--- src/hdl/fdl_pkg.sv ---
// ----------------------------------------------------------------------------
// fdl_pkg
// Types, register indexes, gain limits and saturation shared by the echo
// delay line blocks.
// ----------------------------------------------------------------------------
`default_nettype none

package fdl_pkg;

    typedef logic signed [15:0] t_sample;
    typedef logic [1:0]         t_cfg_idx;

    localparam t_cfg_idx CFG_DELAY_LENGTH  = 2'd0;
    localparam t_cfg_idx CFG_FEEDBACK_GAIN = 2'd1;
    localparam t_cfg_idx CFG_MIX_GAIN      = 2'd2;
    localparam t_cfg_idx CFG_CHANNEL_COUNT = 2'd3;

    // feedback capped at 0.99 in q0.15, mix capped at unity
    localparam logic [14:0] FB_CAP = 15'd32440;
    localparam logic [15:0] UNITY  = 16'd32768;

    localparam int FIFO_DEPTH = 8;
    localparam int FIFO_AW    = $clog2(FIFO_DEPTH);

    typedef struct packed {
        logic [14:0] feedback;
        logic [15:0] mix;
    } t_gains;

    function automatic t_sample f_sat16(input logic signed [18:0] v);
        t_sample r;
        if (v > 19'sd32767) begin
            r = 16'sh7fff;
        end else if (v < -19'sd32768) begin
            r = 16'sh8000;
        end else begin
            r = t_sample'(v[15:0]);
        end
        return r;
    endfunction

endpackage

`default_nettype wire

--- src/hdl/fdl_result_if.sv ---
// ----------------------------------------------------------------------------
// fdl_result_if
// Output stream channel carrying one mixed sample per beat.
// ----------------------------------------------------------------------------
`default_nettype none

interface fdl_result_if;
    logic             valid;
    logic             ready;
    fdl_pkg::t_sample result_sample;

    modport source (output valid, output result_sample, input ready);
    modport sink   (input valid, input result_sample, output ready);
endinterface

`default_nettype wire

--- src/hdl/fdl_fifo.sv ---
// ----------------------------------------------------------------------------
// fdl_fifo
// Small result queue that decouples the fixed-latency pipeline from the
// output handshake. The caller guarantees room before each push.
// ----------------------------------------------------------------------------
`default_nettype none

module fdl_fifo (
    input  logic             i_clk,
    input  logic             i_rst_n,
    input  logic             i_push,
    input  fdl_pkg::t_sample i_push_data,
    fdl_result_if.source     o_out
);
    import fdl_pkg::*;

    t_sample            r_data [FIFO_DEPTH];
    logic [FIFO_AW-1:0] r_wr_ptr;
    logic [FIFO_AW-1:0] r_rd_ptr;
    logic [FIFO_AW:0]   r_fill;
    logic [FIFO_AW:0]   n_fill;
    logic               w_pop;

    assign w_pop               = o_out.valid & o_out.ready;
    assign o_out.valid         = (r_fill != '0);
    assign o_out.result_sample = r_data[r_rd_ptr];

    always_comb begin
        n_fill = r_fill;
        if (i_push && !w_pop) begin
            n_fill = r_fill + 1'b1;
        end else if (!i_push && w_pop) begin
            n_fill = r_fill - 1'b1;
        end
    end

    always_ff @(posedge i_clk) begin
        if (!i_rst_n) begin
            r_wr_ptr <= '0;
            r_rd_ptr <= '0;
            r_fill   <= '0;
        end else begin
            r_fill <= n_fill;
            if (i_push) begin
                r_wr_ptr <= r_wr_ptr + 1'b1;
            end
            if (w_pop) begin
                r_rd_ptr <= r_rd_ptr + 1'b1;
            end
        end
    end

    always_ff @(posedge i_clk) begin
        if (i_push) begin
            r_data[r_wr_ptr] <= i_push_data;
        end
    end

endmodule

`default_nettype wire

--- src/flat_wrapper.sv ---
// flat-port wrapper written by rule: the top's interface ports become plain ports
module fdl_fifo_flat import fdl_pkg::*;
  (i_clk, i_rst_n, i_push, i_push_data, o_out_valid, o_out_result_sample, o_out_ready);
  fdl_result_if o_out_i ();
  input  logic i_clk;
  input  logic i_rst_n;
  input  logic i_push;
  input  fdl_pkg::t_sample i_push_data;
  output wire logic [$bits(o_out_i.valid)-1:0] o_out_valid;
  output wire logic [$bits(o_out_i.result_sample)-1:0] o_out_result_sample;
  input wire logic [$bits(o_out_i.ready)-1:0] o_out_ready;
  assign o_out_valid = o_out_i.valid;
  assign o_out_result_sample = o_out_i.result_sample;
  assign o_out_i.ready = o_out_ready;
  fdl_fifo u_core (.i_clk(i_clk), .i_rst_n(i_rst_n), .i_push(i_push), .i_push_data(i_push_data), .o_out(o_out_i));
endmodule
--- config.mk ---
export PLATFORM = sky130hd
export DESIGN_NAME = fdl_fifo_flat
export DESIGN_NICKNAME = d
export VERILOG_FILES = /design/src/hdl/fdl_pkg.sv /design/src/hdl/fdl_result_if.sv /design/src/hdl/fdl_fifo.sv /design/src/flat_wrapper.sv
export SDC_FILE = /design/constraint.sdc
export NUM_CORES = 1
export LEC_CHECK = 0
export ABC_AREA = 1
export BUFFER_PORTS_ARGS = -buffer_cell sky130_fd_sc_hd__buf_2
export CORE_MARGIN = 2
export CORE_UTILIZATION = 38
export CTS_BUF_LIST = sky130_fd_sc_hd__clkbuf_8
export DETAILED_ROUTE_END_ITERATION = 16
export PLACE_DENSITY = 0.5
export SLEW_MARGIN = 20
export SYNTH_ARGS = -nofsm -noshare
export SYNTH_HDL_FRONTEND = slang
export SYNTH_SLANG_ARGS = --single-unit
--- constraint.sdc ---
create_clock -name i_clk -period 4.54 [get_ports i_clk]
set_input_delay 0.454 -clock i_clk [delete_from_list [all_inputs] [get_ports i_clk]]
set_output_delay 0.454 -clock i_clk [all_outputs]
set_load 0.05 [all_outputs]
==> flow_metrics.env <==
export IMPL_outcome="complete, no violations"
export IMPL_rows=44
export IMPL_cts_htree_levels=4
export IMPL_grt_pass1_vias=3523
export IMPL_hold_buffers=0
export IMPL_layout_drive_gt1_share_pct=13.84
export IMPL_multi_input_area_um2=1440
export IMPL_die_x_um=127.0
export IMPL_placed_area_um2=6098
export IMPL_ios=37
export IMPL_drt_iter0_drc=244
export IMPL_num_vias=3694
export IMPL_dp_cells=723
export IMPL_yosysSeqAreaShare_pct=71.35
export IMPL_grt_start_max_net_pins=65
export IMPL_crit_path_cell_trace="buf_4, inv_2, nor2_1, o21ai_1, nand2_1, nand2_1, nand2_1, buf_2"
export IMPL_yosysWarningCount=0
export IMPL_start_kind="flip-flop"
export IMPL_fin_area_um2=6426
export IMPL_fmax_mhz=354.1
export IMPL_die_area_um2=16140
export IMPL_cts_tree="yes"
export IMPL_rsz0062_at_grt="false"
export IMPL_final_common_cell="nor2_1"
export IMPL_syn_nets=540
export IMPL_cts_clk_slew_worst_paths_ns=0.08
export IMPL_layout_common_cells="144 x nor2_1, 128 x edfxtp_1, 99 x nand2_1"
export IMPL_antenna_found_initial=0
export IMPL_stdcell_count=755
export IMPL_fin_crit_ns=2.824
export IMPL_crit_fanout=33
export IMPL_crit_type="reg -> out"
export IMPL_maxCapViolCount=0
export IMPL_initial_core_util_pct=39.28
export IMPL_wl_per_cell_um=16.18
export IMPL_grt_pass1_wl_um=19110
export IMPL_maxSlewHeadroom_pct=51.44
export IMPL_routed_wirelength_um=12220
export IMPL_worstPathRequired_ns=4.09
export IMPL_synth_edf_count=128
export IMPL_avgSynthCellArea_um2=11.19
export IMPL_synth_ff_type="edfxtp_1"
export IMPL_min_path_type="in -> reg"
export IMPL_portBuffers=36
export IMPL_vdd_drop_max_v=0.0003402
export IMPL_cts_root_buf="clkbuf_8"
export IMPL_synth_cell_types=19
export IMPL_setup_viol=0
export IMPL_overflow=0
export IMPL_cts_made_buffers=17
export IMPL_fin_crit_sh_pct=62.20
export IMPL_cp_slowest_cell="inv_2"
export IMPL_syn_to_final_growth_pct=11.72
export IMPL_core_area_um2=14640
export IMPL_skew_ns=0.01003
export IMPL_fin_setup_tns_ns=0
export IMPL_grt_total_usage_pct=15.96
export IMPL_drcViolationCount=0
export IMPL_fill_cells=1387
export IMPL_cts_root_to_sink_buffers=2
export IMPL_post_cts_setup_buffer_count=0
export IMPL_postSynth_asyncResetShare_pct=0
export IMPL_p_per_area_nw_per_um2=520.5
export IMPL_viasPerCell=4.893
export IMPL_syn_instance_count=514
export IMPL_place_congestion=0.7749
export IMPL_diodes=0
export IMPL_crit_path_frequent_cell="nand2_1"
export IMPL_drv_slew=0
export IMPL_cellLeakagePower_nw=2.448
export IMPL_critPathArrivalTime_ns=2.37
export IMPL_die_h_um=127.0
export IMPL_hold_viol=0
export IMPL_numClockSinks=141
export IMPL_ctsResizeCount=0
export IMPL_cp_slowest_stage_delay_ns=0.40
export IMPL_synth_seq_cells=141
export IMPL_drtPass1Iterations=5
export IMPL_regArea_um2=4105
export IMPL_detail_route_antenna_nets=0
export IMPL_clk_latency_ns=0.44
export IMPL_end_kind="primary output"
export IMPL_synth_area_um2=5752
export IMPL_nNetsFinal=584
export IMPL_tightest_slew_ns=0.7285
export IMPL_dpl_hpwl_um=6651
routing by layer:
metal / up-vias / part of all wire [%] / GRT usage, %
met5: - / 0 / 0
met4: 0 / 1.6 / 6.012
met3: 16 / 3.1 / 3.727
met2: 64 / 48 / 25.93
met1: 1788 / 48 / 21.02
li1: 1826 / - / -
where the power goes:
group          internal [mW]  switching [mW]  leakage (nW)
combinational          0.260           0.737         0.985
clock                  0.411           0.439         0.193
sequential              1.47          0.0282          1.27
total                   2.14            1.20          2.45
synthesized netlist by cell type, types with 5 or more instances:
| cell | n | area, um^2 |
|---|---|---|
| buf_2 | 13 | 65.06 |
| nor2_1 | 144 | 540.5 |
| inv_2 | 5 | 18.77 |
| inv_1 | 9 | 33.78 |
| a21oi_1 | 8 | 40.04 |
| o21ai_0 | 6 | 30.03 |
| o21ai_1 | 63 | 315.3 |
| dfxtp_1 | 13 | 260.3 |
| buf_6 | 6 | 67.56 |
| nand2_1 | 99 | 371.6 |
| nand3_1 | 6 | 30.03 |
| ha_1 | 5 | 62.56 |
| edfxtp_1 | 128 | 3844 |
cell families (layout without fill, tap and decap cells):
kind of cell    Yosys count  count (layout)  synth area share, %
flops                   141             141                71.35
fa+ha+maj                 6               6                1.436
xor+xnor                  2               2               0.3046
simple gates            251             251                16.60
compound gates           77              77                6.700
buf+inv                  37              94                3.611
path summary, 6_finish.rpt:
kind / endpoint / from / cells past startpoint / slack, ns
max: o_out_result_sample[8] / flip-flop / 8 / 1.72
min: u_core.r_data[7][6] / i_push_data[6] / 1 / 0.29
max reg2reg: u_core.r_fill[3] / u_core.r_fill[1] / 11 / 2.50
min reg2reg: flip-flop / u_core.r_rd_ptr[1] / 2 / 0.50
registers in the layout, indices dropped and copies added, names as in the netlist, named ones only:
signal / cells
u_core.r_data: 128
u_core.r_fill: 4
u_core.r_rd_ptr: 3
u_core.r_wr_ptr: 3
cell type report:
type / count / area share, %
Clock buffer: 17 / 3.641
Clock inverter: 15 / 1.460
Inverter: 14 / 0.8178
Multi-Input combinational cell: 336 / 22.41
Sequential cell: 141 / 63.88
Tap cell: 184 / 3.583
Timing Repair Buffer: 48 / 4.206
worst max-delay path, delay by kind of cell (launching register included):
kind / cells / cell delay [ns]
buffers and inverters: 3 / 1.05
AO/OA/AOI/OAI: 1 / 0.08
flip-flops: 1 / 0.31
AND/OR/NAND/NOR: 4 / 0.46
per-stage QoR:
step,setup WS [ns],power (mW),util (%),hold slack (ns)
CTS,1.703,3.381,43.88,0.2678
global route,1.522,3.541,43.88,0.2704
finish,1.716,3.345,43.88,0.2875
detailed placement,2.195,2.534,41.64,0.4895
floorplan,2.253,2.329,-,0.4574
global placement,2.203,2.524,41.64,0.4812
Power figures use the tool's default switching activity.
